`config.mk`:
```
export PLATFORM = sky130hd
export DESIGN_NAME = mips64_mul_div_hilo_unit_flat
export DESIGN_NICKNAME = d
export VERILOG_FILES = /design/src/mdu_pkg.sv /design/src/mdu_if.sv /design/src/mips64_mul_div_hilo_unit.sv /design/src/flat_wrapper.sv
export VERILOG_INCLUDE_DIRS = /design/src /design/src/src
export SDC_FILE = /design/constraint.sdc
export NUM_CORES = 2
export LEC_CHECK = 0
export BUFFER_PORTS_ARGS = -buffer_cell sky130_fd_sc_hd__buf_2
export CAP_MARGIN = 0
export CORE_ASPECT_RATIO = 1.2
export CORE_MARGIN = 3
export CORE_UTILIZATION = 42
export DETAILED_ROUTE_END_ITERATION = 12
export SLEW_MARGIN = 30
export SYNTH_ARGS = -nofsm -noshare
export SYNTH_HDL_FRONTEND = slang
export SYNTH_SLANG_ARGS = --single-unit
export TNS_END_PERCENT = 100
```
`constraint.sdc`:
```
create_clock -name i_clk -period 8.5 [get_ports i_clk]
set_clock_uncertainty 0.2 [all_clocks]
set_input_delay 0 -clock i_clk [delete_from_list [all_inputs] [get_ports i_clk]]
set_output_delay 0 -clock i_clk [all_outputs]
set_load 0.1 [all_outputs]
```
`src/assert_macros.svh`:
```
// assertion helpers shared by the rtl
`ifndef ASSERT_MACROS_SVH
`define ASSERT_MACROS_SVH

// checked only while out of reset
`define MDU_ASSERT(name, clk, rst_n, prop, msg) \
    name: assert property (@(posedge clk) disable iff (!rst_n) prop) \
        else $error(msg);

// checked on every edge, reset included
`define MDU_ASSERT_ALWAYS(name, clk, prop, msg) \
    name: assert property (@(posedge clk) prop) else $error(msg);

`endif

```
`src/mdu_pkg.sv`:
```
package mdu_pkg;

    localparam int FUNC_W  = 4;
    localparam int WORD_W  = 64;
    localparam int HALF_W  = WORD_W / 2;
    localparam int CNT_W   = $clog2(WORD_W);

    localparam logic [WORD_W-1:0] SIGN_BIT = 64'h8000_0000_0000_0000;
    localparam logic [WORD_W-1:0] ALL_ONES = 64'hFFFF_FFFF_FFFF_FFFF;

    typedef logic [WORD_W-1:0] t_word;

    typedef enum logic [FUNC_W-1:0] {
        F_MULT   = 4'd0,
        F_MULTU  = 4'd1,
        F_DMULT  = 4'd2,
        F_DMULTU = 4'd3,
        F_DIV    = 4'd4,
        F_DIVU   = 4'd5,
        F_DDIV   = 4'd6,
        F_DDIVU  = 4'd7,
        F_MFHI   = 4'd8,
        F_MFLO   = 4'd9,
        F_MTHI   = 4'd10,
        F_MTLO   = 4'd11
    } t_func;

    function automatic t_word sext32(input logic [HALF_W-1:0] x);
        return {{HALF_W{x[HALF_W-1]}}, x};
    endfunction

    function automatic t_word zext32(input logic [HALF_W-1:0] x);
        return {{HALF_W{1'b0}}, x};
    endfunction

endpackage

```
`src/mdu_if.sv`:
```
// request channel: operation and two source values
interface mdu_req_if;
    logic                                valid;
    logic                                ready;
    logic [mdu_pkg::FUNC_W-1:0]          func;
    logic signed [mdu_pkg::WORD_W-1:0]   rs_value;
    logic signed [mdu_pkg::WORD_W-1:0]   rt_value;

    modport source (output valid, func, rs_value, rt_value, input ready);
    modport sink   (input valid, func, rs_value, rt_value, output ready);
endinterface

// response channel: move-from data and write-back flag
interface mdu_rsp_if;
    logic                                valid;
    logic                                ready;
    logic signed [mdu_pkg::WORD_W-1:0]   read_data;
    logic                                writes_back;

    modport source (output valid, read_data, writes_back, input ready);
    modport sink   (input valid, read_data, writes_back, output ready);
endinterface

```
`src/mips64_mul_div_hilo_unit.sv`:
```
// channel  | dir | payload                        | handshake
// i_req    | in  | func, rs_value, rt_value       | valid/ready
// o_rsp    | out | read_data, writes_back         | valid/ready
//
// moves and unused codes: result word registered, valid in the cycle after accept
// multiply and divide: S_ABS_A, S_ABS_B, then the 64-step shift-add / restoring-divide
//   loop on the single 66-bit adder, then S_FIX_Q, S_FIX_R and S_FIN
// no new word is taken while a multiply or divide is in flight
// sync active-low reset clears hi, lo, the sequencer and the result slot
// a stalled result holds in its register; a new word is taken once it leaves
`include "assert_macros.svh"

module mips64_mul_div_hilo_unit (
    input  logic          i_clk,
    input  logic          i_rst_n,
    mdu_req_if.sink       i_req,
    mdu_rsp_if.source     o_rsp
);
    import mdu_pkg::*;

    typedef enum logic [2:0] {
        S_IDLE,
        S_ABS_A,
        S_ABS_B,
        S_ITER,
        S_FIX_Q,
        S_FIX_R,
        S_FIN
    } t_state;

    t_state             r_state,   n_state;
    t_func              r_func,    n_func;
    logic [CNT_W-1:0]   r_count,   n_count;
    t_word              r_hi,      n_hi;
    t_word              r_lo,      n_lo;
    t_word              r_hi_acc,  n_hi_acc;
    t_word              r_lo_acc,  n_lo_acc;
    t_word              r_opd,     n_opd;
    t_word              r_rt,      n_rt;
    logic               r_is_div,  n_is_div;
    logic               r_neg_a,   n_neg_a;
    logic               r_neg_b,   n_neg_b;
    logic               r_out_valid, n_out_valid;
    t_word              r_rd,      n_rd;
    logic               r_wb,      n_wb;

    logic [WORD_W:0]    add_x;
    logic [WORD_W:0]    add_y;
    logic               add_cin;
    logic [WORD_W+1:0]  add_sum;
    logic               req_ok;
    logic               slot_free;
    logic               div_carry;

    assign slot_free     = !r_out_valid || o_rsp.ready;
    assign i_req.ready   = (r_state == S_IDLE) && slot_free;
    assign req_ok        = i_req.valid && i_req.ready;
    assign o_rsp.valid   = r_out_valid;
    assign o_rsp.read_data   = r_rd;
    assign o_rsp.writes_back = r_wb;

    // the one shared adder; default is a two's complement negate of lo_acc
    always_comb begin
        add_x   = {1'b0, ~r_lo_acc};
        add_y   = '0;
        add_cin = 1'b1;
        unique case (r_state)
            S_ABS_B: add_x = {1'b0, ~r_opd};
            S_ITER: begin
                if (r_is_div) begin
                    add_x = {r_hi_acc, r_lo_acc[WORD_W-1]};
                    add_y = ~{1'b0, r_opd};
                end else begin
                    add_x   = {1'b0, r_hi_acc};
                    add_y   = r_lo_acc[0] ? {1'b0, r_opd} : '0;
                    add_cin = 1'b0;
                end
            end
            S_FIX_Q: begin
                if (!r_is_div) begin
                    // signed product correction: hi minus rt
                    add_x = {1'b0, r_hi_acc};
                    add_y = {1'b0, ~r_rt};
                end
            end
            S_FIX_R: begin
                if (r_is_div) begin
                    add_x = {1'b0, ~r_hi_acc};
                end else begin
                    add_x = {1'b0, r_hi_acc};
                    add_y = {1'b0, ~r_opd};
                end
            end
            default: ;
        endcase
        add_sum = {1'b0, add_x} + {1'b0, add_y} + {{(WORD_W+1){1'b0}}, add_cin};
    end

    assign div_carry = add_sum[WORD_W+1];

    always_comb begin
        n_state     = r_state;
        n_func      = r_func;
        n_count     = r_count;
        n_hi        = r_hi;
        n_lo        = r_lo;
        n_hi_acc    = r_hi_acc;
        n_lo_acc    = r_lo_acc;
        n_opd       = r_opd;
        n_rt        = r_rt;
        n_is_div    = r_is_div;
        n_neg_a     = r_neg_a;
        n_neg_b     = r_neg_b;
        n_out_valid = r_out_valid;
        n_rd        = r_rd;
        n_wb        = r_wb;

        if (r_out_valid && o_rsp.ready) begin
            n_out_valid = 1'b0;
        end

        unique case (r_state)
            S_IDLE: begin
                if (req_ok) begin
                    n_func   = t_func'(i_req.func);
                    n_hi_acc = '0;
                    n_count  = '0;
                    n_rt     = i_req.rt_value;
                    n_is_div = 1'b0;
                    n_neg_a  = 1'b0;
                    n_neg_b  = 1'b0;
                    n_rd     = '0;
                    n_wb     = 1'b0;
                    n_state  = S_ABS_A;
                    unique case (t_func'(i_req.func)) inside
                        F_MULT: begin
                            n_opd    = sext32(i_req.rs_value[HALF_W-1:0]);
                            n_lo_acc = sext32(i_req.rt_value[HALF_W-1:0]);
                        end
                        F_MULTU: begin
                            n_opd    = zext32(i_req.rs_value[HALF_W-1:0]);
                            n_lo_acc = zext32(i_req.rt_value[HALF_W-1:0]);
                        end
                        F_DMULT: begin
                            n_opd    = i_req.rs_value;
                            n_lo_acc = i_req.rt_value;
                            n_neg_a  = i_req.rs_value[WORD_W-1];
                            n_neg_b  = i_req.rt_value[WORD_W-1];
                        end
                        F_DMULTU: begin
                            n_opd    = i_req.rs_value;
                            n_lo_acc = i_req.rt_value;
                        end
                        F_DIV: begin
                            n_lo_acc = sext32(i_req.rs_value[HALF_W-1:0]);
                            n_opd    = sext32(i_req.rt_value[HALF_W-1:0]);
                            n_is_div = 1'b1;
                            n_neg_a  = i_req.rs_value[HALF_W-1];
                            n_neg_b  = i_req.rt_value[HALF_W-1];
                        end
                        F_DIVU: begin
                            n_lo_acc = zext32(i_req.rs_value[HALF_W-1:0]);
                            n_opd    = zext32(i_req.rt_value[HALF_W-1:0]);
                            n_is_div = 1'b1;
                        end
                        F_DDIV: begin
                            n_lo_acc = i_req.rs_value;
                            n_opd    = i_req.rt_value;
                            n_is_div = 1'b1;
                            n_neg_a  = i_req.rs_value[WORD_W-1];
                            n_neg_b  = i_req.rt_value[WORD_W-1];
                        end
                        F_DDIVU: begin
                            n_lo_acc = i_req.rs_value;
                            n_opd    = i_req.rt_value;
                            n_is_div = 1'b1;
                        end
                        F_MFHI, F_MFLO: begin
                            n_rd        = (t_func'(i_req.func) == F_MFHI) ? r_hi : r_lo;
                            n_wb        = 1'b1;
                            n_out_valid = 1'b1;
                            n_state     = S_IDLE;
                        end
                        F_MTHI: begin
                            n_hi        = i_req.rs_value;
                            n_out_valid = 1'b1;
                            n_state     = S_IDLE;
                        end
                        F_MTLO: begin
                            n_lo        = i_req.rs_value;
                            n_out_valid = 1'b1;
                            n_state     = S_IDLE;
                        end
                        default: begin
                            n_out_valid = 1'b1;
                            n_state     = S_IDLE;
                        end
                    endcase
                end
            end
            S_ABS_A: begin
                if (r_is_div && r_neg_a) begin
                    n_lo_acc = add_sum[WORD_W-1:0];
                end
                n_state = S_ABS_B;
            end
            S_ABS_B: begin
                if (r_is_div && r_neg_b) begin
                    n_opd = add_sum[WORD_W-1:0];
                end
                n_state = S_ITER;
            end
            S_ITER: begin
                if (r_is_div) begin
                    // restoring step: keep the trial remainder when no borrow
                    n_hi_acc = div_carry ? add_sum[WORD_W-1:0]
                                         : {r_hi_acc[WORD_W-2:0], r_lo_acc[WORD_W-1]};
                    n_lo_acc = {r_lo_acc[WORD_W-2:0], div_carry};
                end else begin
                    n_hi_acc = add_sum[WORD_W:1];
                    n_lo_acc = {add_sum[0], r_lo_acc[WORD_W-1:1]};
                end
                n_count = r_count + CNT_W'(1);
                if (r_count == CNT_W'(WORD_W - 1)) begin
                    n_state = S_FIX_Q;
                end
            end
            S_FIX_Q: begin
                if (r_is_div) begin
                    if (r_neg_a ^ r_neg_b) begin
                        n_lo_acc = add_sum[WORD_W-1:0];
                    end
                end else if (r_neg_a) begin
                    n_hi_acc = add_sum[WORD_W-1:0];
                end
                n_state = S_FIX_R;
            end
            S_FIX_R: begin
                // remainder takes the dividend sign; product loses rs when rt is negative
                if ((r_is_div && r_neg_a) || (!r_is_div && r_neg_b)) begin
                    n_hi_acc = add_sum[WORD_W-1:0];
                end
                n_state = S_FIN;
            end
            S_FIN: begin
                if (slot_free) begin
                    unique case (r_func) inside
                        F_MULT, F_MULTU: begin
                            n_hi = sext32(r_lo_acc[WORD_W-1:HALF_W]);
                            n_lo = sext32(r_lo_acc[HALF_W-1:0]);
                        end
                        F_DIVU: begin
                            n_hi = sext32(r_hi_acc[HALF_W-1:0]);
                            n_lo = sext32(r_lo_acc[HALF_W-1:0]);
                        end
                        default: begin
                            n_hi = r_hi_acc;
                            n_lo = r_lo_acc;
                        end
                    endcase
                    n_rd        = '0;
                    n_wb        = 1'b0;
                    n_out_valid = 1'b1;
                    n_state     = S_IDLE;
                end
            end
            default: n_state = S_IDLE;
        endcase
    end

    always_ff @(posedge i_clk) begin
        if (!i_rst_n) begin
            r_state     <= S_IDLE;
            r_out_valid <= 1'b0;
            r_hi        <= '0;
            r_lo        <= '0;
            r_count     <= '0;
            r_is_div    <= 1'b0;
            r_neg_a     <= 1'b0;
            r_neg_b     <= 1'b0;
            r_func      <= F_MULT;
        end else begin
            r_state     <= n_state;
            r_out_valid <= n_out_valid;
            r_hi        <= n_hi;
            r_lo        <= n_lo;
            r_count     <= n_count;
            r_is_div    <= n_is_div;
            r_neg_a     <= n_neg_a;
            r_neg_b     <= n_neg_b;
            r_func      <= n_func;
        end
        r_hi_acc <= n_hi_acc;
        r_lo_acc <= n_lo_acc;
        r_opd    <= n_opd;
        r_rt     <= n_rt;
        r_rd     <= n_rd;
        r_wb     <= n_wb;
    end

    `MDU_ASSERT(a_busy_not_ready, i_clk, i_rst_n, (r_state != S_IDLE) |-> !i_req.ready, "request taken while busy")
    `MDU_ASSERT(a_iter_count, i_clk, i_rst_n, (r_state == S_ITER && r_count != CNT_W'(WORD_W - 1)) |=> (r_state == S_ITER && r_count == $past(r_count) + CNT_W'(1)), "iteration count broke")
    `MDU_ASSERT(a_hilo_stable, i_clk, i_rst_n, (r_state != S_FIN && !req_ok) |=> ($stable(r_hi) && $stable(r_lo)), "hi or lo changed outside a write")
    `MDU_ASSERT_ALWAYS(a_reset_idle, i_clk, !i_rst_n |=> (r_state == S_IDLE && !r_out_valid), "not idle after reset")

endmodule
```
`src/flat_wrapper.sv`:
```
// flat-port wrapper written by rule: the top's interface ports become plain ports
module mips64_mul_div_hilo_unit_flat import mdu_pkg::*;
  (i_clk, i_rst_n, i_req_valid, i_req_func, i_req_rs_value, i_req_rt_value, i_req_ready, o_rsp_valid, o_rsp_read_data, o_rsp_writes_back, o_rsp_ready);
  mdu_req_if i_req_i ();
  mdu_rsp_if o_rsp_i ();
  input  logic i_clk;
  input  logic i_rst_n;
  input wire logic [$bits(i_req_i.valid)-1:0] i_req_valid;
  input wire logic [$bits(i_req_i.func)-1:0] i_req_func;
  input wire logic [$bits(i_req_i.rs_value)-1:0] i_req_rs_value;
  input wire logic [$bits(i_req_i.rt_value)-1:0] i_req_rt_value;
  output wire logic [$bits(i_req_i.ready)-1:0] i_req_ready;
  output wire logic [$bits(o_rsp_i.valid)-1:0] o_rsp_valid;
  output wire logic [$bits(o_rsp_i.read_data)-1:0] o_rsp_read_data;
  output wire logic [$bits(o_rsp_i.writes_back)-1:0] o_rsp_writes_back;
  input wire logic [$bits(o_rsp_i.ready)-1:0] o_rsp_ready;
  assign i_req_i.valid = i_req_valid;
  assign i_req_i.func = i_req_func;
  assign i_req_i.rs_value = i_req_rs_value;
  assign i_req_i.rt_value = i_req_rt_value;
  assign i_req_ready = i_req_i.ready;
  assign o_rsp_valid = o_rsp_i.valid;
  assign o_rsp_read_data = o_rsp_i.read_data;
  assign o_rsp_writes_back = o_rsp_i.writes_back;
  assign o_rsp_i.ready = o_rsp_ready;
  mips64_mul_div_hilo_unit u_core (.i_clk(i_clk), .i_rst_n(i_rst_n), .i_req(i_req_i), .o_rsp(o_rsp_i));
endmodule
```
After elaboration in Yosys (flattened, before gate mapping)
Cells that the tools add are included.
{"block": "op_classes", "eq_ne": 33, "n_reduce_logical": 35, "addsub": 3, "bitwise": 6, "muxes": 63}
{"cell": "64-bit 2-to-1 mux", "n": 29}
{"cell": "64-bit one-hot mux with 6 select lines", "n": 2}
{"cell": "64-bit one-hot mux with 2 select lines", "n": 5}
{"cell": "64-bit one-hot mux with 4 select lines", "n": 2}
{"cell": "65-bit one-hot mux with 4 select lines", "n": 1}
{"cell": "64-bit inverter", "n": 4}
{"cell": "65-bit one-hot mux with 3 select lines", "n": 1}
{"cell": "65-bit 2-to-1 mux", "n": 2}
{"cell": "65-bit by 65-bit adder with 66-bit output", "n": 1}
{"cell": "66-bit by 1-bit adder with 66-bit output", "n": 1}
{"cell": "64-bit inverter with 65-bit output", "n": 1}
{"cell": "3-bit one-hot mux with 7 select lines", "n": 1}
{"cell": "4-bit by 3-bit == test with 1-bit output (second input constant)", "n": 5}
{"cell": "2-bit by 1-bit inequality test with 1-bit output (second input constant)", "n": 9}
{"cell": "4-bit == test (second input constant)", "n": 4}
{"cell": "6-bit one-hot mux with 2 select lines", "n": 1}
{"cell": "4-bit AND reduction", "n": 3}
{"cell": "1-bit 2-to-1 mux", "n": 11}
{"cell": "2-bit OR reduction", "n": 5}
{"cell": "3-bit == test (second input constant)", "n": 3}
{"cell": "3-bit 2-to-1 mux", "n": 3}
{"cell": "4-bit by 1-bit == test with 1-bit output (second input constant)", "n": 2}
{"cell": "4-bit by 2-bit == test with 1-bit output (second input constant)", "n": 2}
{"cell": "4-bit zero test", "n": 2}
{"cell": "22 further kinds", "n": 40}
{"block": "totals", "output_inout_bits": 67, "input_bits": 136, "reg_bits": 466}

Longest topological paths before layout
{"block": "depth", "ltp_word": 8, "mapped_depth": 23, "mapped_depth_nobuf": 19}

Least setup slack after synthesis
Ideal clock, no wire load.
{"block": "synth_timing", "kind": "register to register", "from": "register u_core.r_out_valid, in the netlist u_core.o_rsp.valid", "to": "register u_core.r_opd[0] (enable)", "stages_incl_launch_ff": 9, "path_slack_ns": 0.381, "arrival_time_ns": 7.355, "path_cell_list": "dfxtp_1 inv_1 nor2_1 nor2_1 nand2_1 clkbuf_1 nor2_1 a31oi_1 nor3_1"}
{"block": "synth_via", "elab_chain_len": 6}
{"item": "from (decl)", "line_no": "mips64_mul_div_hilo_unit.sv:43", "source": "logic r_out_valid, n_out_valid;"}
{"item": "from (signal assigned)", "line_no": "mips64_mul_div_hilo_unit.sv:284", "source": "r_out_valid <= n_out_valid;"}
{"item": "1-bit zero test", "line_no": "mips64_mul_div_hilo_unit.sv:55", "source": "assign slot_free = !r_out_valid || o_rsp.ready;"}
{"item": "1-bit logical OR", "line_no": "mips64_mul_div_hilo_unit.sv:55"}
{"item": "1-bit logical AND", "line_no": "mips64_mul_div_hilo_unit.sv:56", "source": "assign i_req.ready = (r_state == S_IDLE) && slot_free;"}
{"item": "net i_req_ready", "line_no": "flat_wrapper.sv:12", "source": "output wire logic [$bits(i_req_i.ready)-1:0] i_req_ready;"}
{"item": "1-bit logical AND", "line_no": "mips64_mul_div_hilo_unit.sv:57", "source": "assign req_ok = i_req.valid && i_req.ready;"}
{"item": "2-bit by 1-bit inequality test with 1-bit output (no source line)"}
{"item": "4-bit AND reduction (no source line)"}
{"item": "to (signal assigned)", "line_no": "mips64_mul_div_hilo_unit.sv:295", "source": "r_opd <= n_opd;"}
{"item": "to (decl)", "line_no": "mips64_mul_div_hilo_unit.sv:38", "source": "t_word r_opd, n_opd;"}
The timed path passes the listed nets, and every way through them passes these cells.
A chain may end at the register's enable or synchronous reset.

Worst setup path after layout
{"block": "layout_timing", "from": "register u_core.r_state[0]", "to": "register u_core.r_lo_acc[56] (data pin)"}
{"block": "layout_via", "elab_chain_len": 7, "elab_cells_between_ends": 15, "classes_between": "2 x add/sub; 5 x eq/ne; 7 x mux; 1 x reduce/logical"}
{"item": "from (decl)", "line_no": "mips64_mul_div_hilo_unit.sv:31", "source": "t_state r_state, n_state;"}
{"item": "from (signal assigned)", "line_no": "mips64_mul_div_hilo_unit.sv:283", "source": "r_state <= n_state;"}
{"item": "3-bit == test, or another cell as far along", "line_no": "mips64_mul_div_hilo_unit.sv:67", "source": "unique case (r_state)"}
{"item": "65-bit one-hot mux with 4 select lines or 65-bit one-hot mux with 3 select lines (tied branches)", "line_no": "mips64_mul_div_hilo_unit.sv:67"}
{"item": "65-bit by 65-bit adder with 66-bit output", "line_no": "mips64_mul_div_hilo_unit.sv:96", "source": "add_sum = {1'b0, add_x} + {1'b0, add_y} + {{(WORD_W+1){1'b0}}, add_cin};"}
{"item": "66-bit by 1-bit adder with 66-bit output", "line_no": "mips64_mul_div_hilo_unit.sv:96"}
{"item": "64-bit 2-to-1 mux", "line_no": "mips64_mul_div_hilo_unit.sv:230", "source": "if (r_neg_a ^ r_neg_b) begin"}
{"item": "64-bit 2-to-1 mux", "line_no": "mips64_mul_div_hilo_unit.sv:229", "source": "if (r_is_div) begin"}
{"item": "64-bit one-hot mux with 4 select lines *", "line_no": "mips64_mul_div_hilo_unit.sv:122", "source": "unique case (r_state)"}
{"item": "net u_core.n_lo_acc[56]", "line_no": "mips64_mul_div_hilo_unit.sv:37", "source": "t_word r_lo_acc, n_lo_acc;"}
{"item": "to (signal assigned)", "line_no": "mips64_mul_div_hilo_unit.sv:294", "source": "r_lo_acc <= n_lo_acc;"}
{"item": "to (decl)", "line_no": "mips64_mul_div_hilo_unit.sv:37"}
Mark *: on every way through the listed nets, which the timed path passes. The rest lies on a longest branch. The select of a mux whose other input is x is not followed.

==> impl_metrics.py <==
metrics = {
    "die": {
        "core_area_mm2": 0.0699,
        "placementRows": 106,
        "dieHeight_um": 297,
        "dieArea_mm2": 0.0740,
        "die_x_um": 249,
        "io_pins": 203,
        "start_util_pct": 42.5,
    },
    "worst_setup_path": {
        "crit_path_max_fanout": 38,
        "r2r_cells": 19,
        "r2r_start": "u_core.r_state[0]$_SDFFE_PN0P_",
        "cpMostUsedCell": "a21oi_1",
        "crit_required_ns": 8.77,
        "worst_ep_arrival_time_ns": 7.68,
        "rrSetupSlack_ns": 1.09,
        "slowest_delay_ns": 0.80,
        "critPathCaptureType": "flop",
        "worst-setup-path-type": "flop to flop",
        "start_kind": "flop",
        "path_cells": "clkinv_1 > nor2_1 > nand2_2 > nor2_4 > a31oi_4 > o221ai_1 > fa_1 > inv_1 > fa_1 > nand2b_1 > a21oi_1 > o21ai_0 > o21ai_1 > a211oi_1 > a21oi_1 > a21oi_1 > xnor2_1 > o21ai_0 > a21oi_1",
        "cpLargestDelayFamily": "compound AO/OA/AOI/OAI gates",
        "worst-path-buf-inv": 2,
        "crit_slowest_cell": "xnor2_1",
        "reg2reg_to": "u_core.r_lo_acc[56]$_DFFE_PP_",
    },
    "yosys": {
        "synth-seq-area-share_pct": 42.2,
        "ys.flop_type": "edfxtp_1",
        "synth_cells": 3436,
        "ys.warnings.count": 0,
        "synth-seq-cells": 466,
        "synth_edf_count": 321,
        "synth.distinct_cells": 76,
        "syn_nets": 3640,
        "syn_area_mm2": 0.0297,
        "avgSynthCellArea_um2": 8.65,
        "synthArstFlopShare_pct": 0,
    },
    "final_layout": {
        "nFillCells": 6582,
        "final_common_cell": "nand2_1",
        "drive_above_1_share_pct": 11.9,
        "synthToLayoutAreaGrowth_pct": 18.6,
        "postLayoutCoreUtil_pct": 50.4,
        "nNetsFinal": 3865,
        "mostFrequentLayoutCells": "nand2_1 (558), a21oi_1 (480), edfxtp_1 (321)",
        "multi_input_area_mm2": 0.0161,
        "design_area_mm2": 0.0353,
        "seq_area_mm2": 0.0125,
    },
    "drt": {
        "drt_iter0_drc": 3698,
        "firstDrtPassIters": 8,
        "via_per_inst": 6.55,
        "drt.antenna.violating_nets": 0,
        "num_vias": 30300,
        "drc_errors": 0,
        "routed_wirelength_um": 133000,
        "routedWlPerCell_um": 28.7,
    },
    "grt": {
        "grt_max_degree": 96,
        "grt_pass1_wl_um": 194000,
        "grt_pass1_vias": 29367,
        "antenna_found_initial": 4,
        "grt_use_total_pct": 34.5,
        "grt_overflow": 0,
    },
    "timing": {
        "max-slew-margin-rel_pct": 34.2,
        "hold_violations": 0,
        "setup_tns_ns": 0,
        "finalCritPeriodShare_pct": 87.2,
        "grt_setup_unrepaired": "false",
        "drv_slew": 0,
        "holdWs_ns": 0.0413,
        "setup_viol": 0,
        "fin_crit_ns": 7.41,
        "tightest_slew_ns": 0.980,
        "fmax_mhz": 135,
    },
    "place": {
        "gp_congestion": 0.990,
        "dpl-instance-area_mm2": 0.0315,
        "dpl.hpwl_um": 91000,
        "io_buffers": 202,
    },
    "run": {
        "maxCapViolations": 0,
    },
    "min_path": {
        "hold_class": "input pin to flop",
        "hold_start": "i_req_rt_value[30]",
        "holdPathStages": 2,
        "min_to": "u_core.r_rt[30]$_DFFE_PP_",
    },
    "clocking": {
        "cts_buffer_depth": 3,
        "numCtsBuffers": 53,
        "worstSkewPairLatency_ns": 0.64,
        "cts_root_buffer": "clkbuf_16",
        "cts_hold_buffers": 200,
        "cts_tree": "done",
        "clkSinkCount": 466,
        "ctsHtreeMaxLevel": 2,
        "ctsResizeCount": 0,
        "cts_setup_buffers": 0,
        "clk_pin_slew_ns": 0.07,
    },
    "pwr": {
        "p_leak_uw": 0.0129,
        "peakVddDrop_uv": 269,
        "powerDensity_mw_per_mm2": 460,
    },
    "outcome": {
        "outcome": "completed",
    },
}
## registers in the layout, indices dropped and copies added (netlist names), 3 cells and up
name and cells:
u_core.o_rsp.read_data 64, u_core.r_count 6, u_core.r_func 4, u_core.r_hi 64, u_core.r_hi_acc 64, u_core.r_lo 64
u_core.r_lo_acc 64, u_core.r_opd 64, u_core.r_rt 64, u_core.r_state 3
## worst max path at each step
stage                                              start                             to  slack, ns  cells after the start
after CTS                 u_core.r_state[0]$_SDFFE_PN0P_  u_core.r_lo_acc[56]$_DFFE_PP_       1.28                     19
after floorplan            u_core.o_rsp.valid$_SDFF_PN0_      u_core.r_opd[0]$_DFFE_PP_       0.38                      8
after global routing      u_core.r_state[0]$_SDFFE_PN0P_  u_core.r_hi_acc[58]$_DFFE_PP_       0.65                     18
after global placement    u_core.r_state[0]$_SDFFE_PN0P_  u_core.r_hi_acc[58]$_DFFE_PP_       1.41                     17
final                     u_core.r_state[0]$_SDFFE_PN0P_  u_core.r_lo_acc[56]$_DFFE_PP_       1.09                     19
after detailed placement  u_core.r_state[0]$_SDFFE_PN0P_  u_core.r_lo_acc[56]$_DFFE_PP_       1.31                     19
## area by class of cell
cell class / count / share of cell area, %
diodes: 2 / 0.0142
clock buffers: 70 / 4.06
clock inverters: 28 / 0.760
inverters: 35 / 0.376
multi-input cells: 2636 / 45.8
flip-flops and latches: 466 / 35.6
well taps: 918 / 3.26
repair buffers: 469 / 10.1
## cell families (layout without fill, tap and decap cells)
family | Yosys count | after routing | share of synthesized area (%)
buf+inv | 334 | 602 | 4.31
xor+xnor | 70 | 70 | 2.06
compound gates | 1292 | 1292 | 28.0
other cells | 0 | 2 | 0
fa+ha+maj | 68 | 68 | 2.91
simple gates | 1079 | 1079 | 16.1
mux | 127 | 127 | 4.44
flops | 466 | 466 | 42.2
## power breakdown
group	internal, uW	switching (uW)
clock	1300	1020
combinational	2730	6460
sequential	3560	1150
## worst reg2reg max path, delay by kind of cell (launching register included)
family                   cells  cell delay, ns
flip-flops                   1            0.74
AO/OA/AOI/OAI               10            2.81
AND/OR/NAND/NOR              4            1.30
adder cells (fa/ha/maj)      2            0.72
XOR/XNOR                     1            0.80
buffers and inverters        2            0.69
## metrics by stage
stage	total power, uW	instances	setup WS [ns]
after detailed placement	13400	4322	1.31
after CTS	15900	4620	1.28
after global placement	13500	4322	1.41
after floorplan	10300	3436	0.381
after global routing	16900	4622	0.649
final	16200	4624	1.09
## synth_stat cells (all sizes together), types with 46 or more instances
master / count / area share, %
a22oi: 70 / 1.8
edfxtp: 321 / 32
nor2: 158 / 2.0
nor2b: 113 / 2.4
o21ai: 224 / 3.8
clkbuf: 268 / 3.4
a21o: 46 / 1.2
nand3: 58 / 0.98
a21oi: 484 / 8.2
nand2: 563 / 7.1
o22ai: 64 / 1.3
dfxtp: 145 / 9.8
o221ai: 104 / 3.1
nor3: 86 / 1.5
mux2i: 89 / 3.0
ha: 66 / 2.8
a221oi: 96 / 2.8
## routing by layer
metal	wire length (um)	vias up	GRT usage [%]	part of all wire (%)
met3	12700	513	6.99	9.6
met4	11800	6	25.2	8.8
met2	60600	1941	55.9	46
li1	-	13378	-	-
met5	41	-	0	0.031
met1	47700	14462	40.7	36
Power figures use the tool's default switching activity.
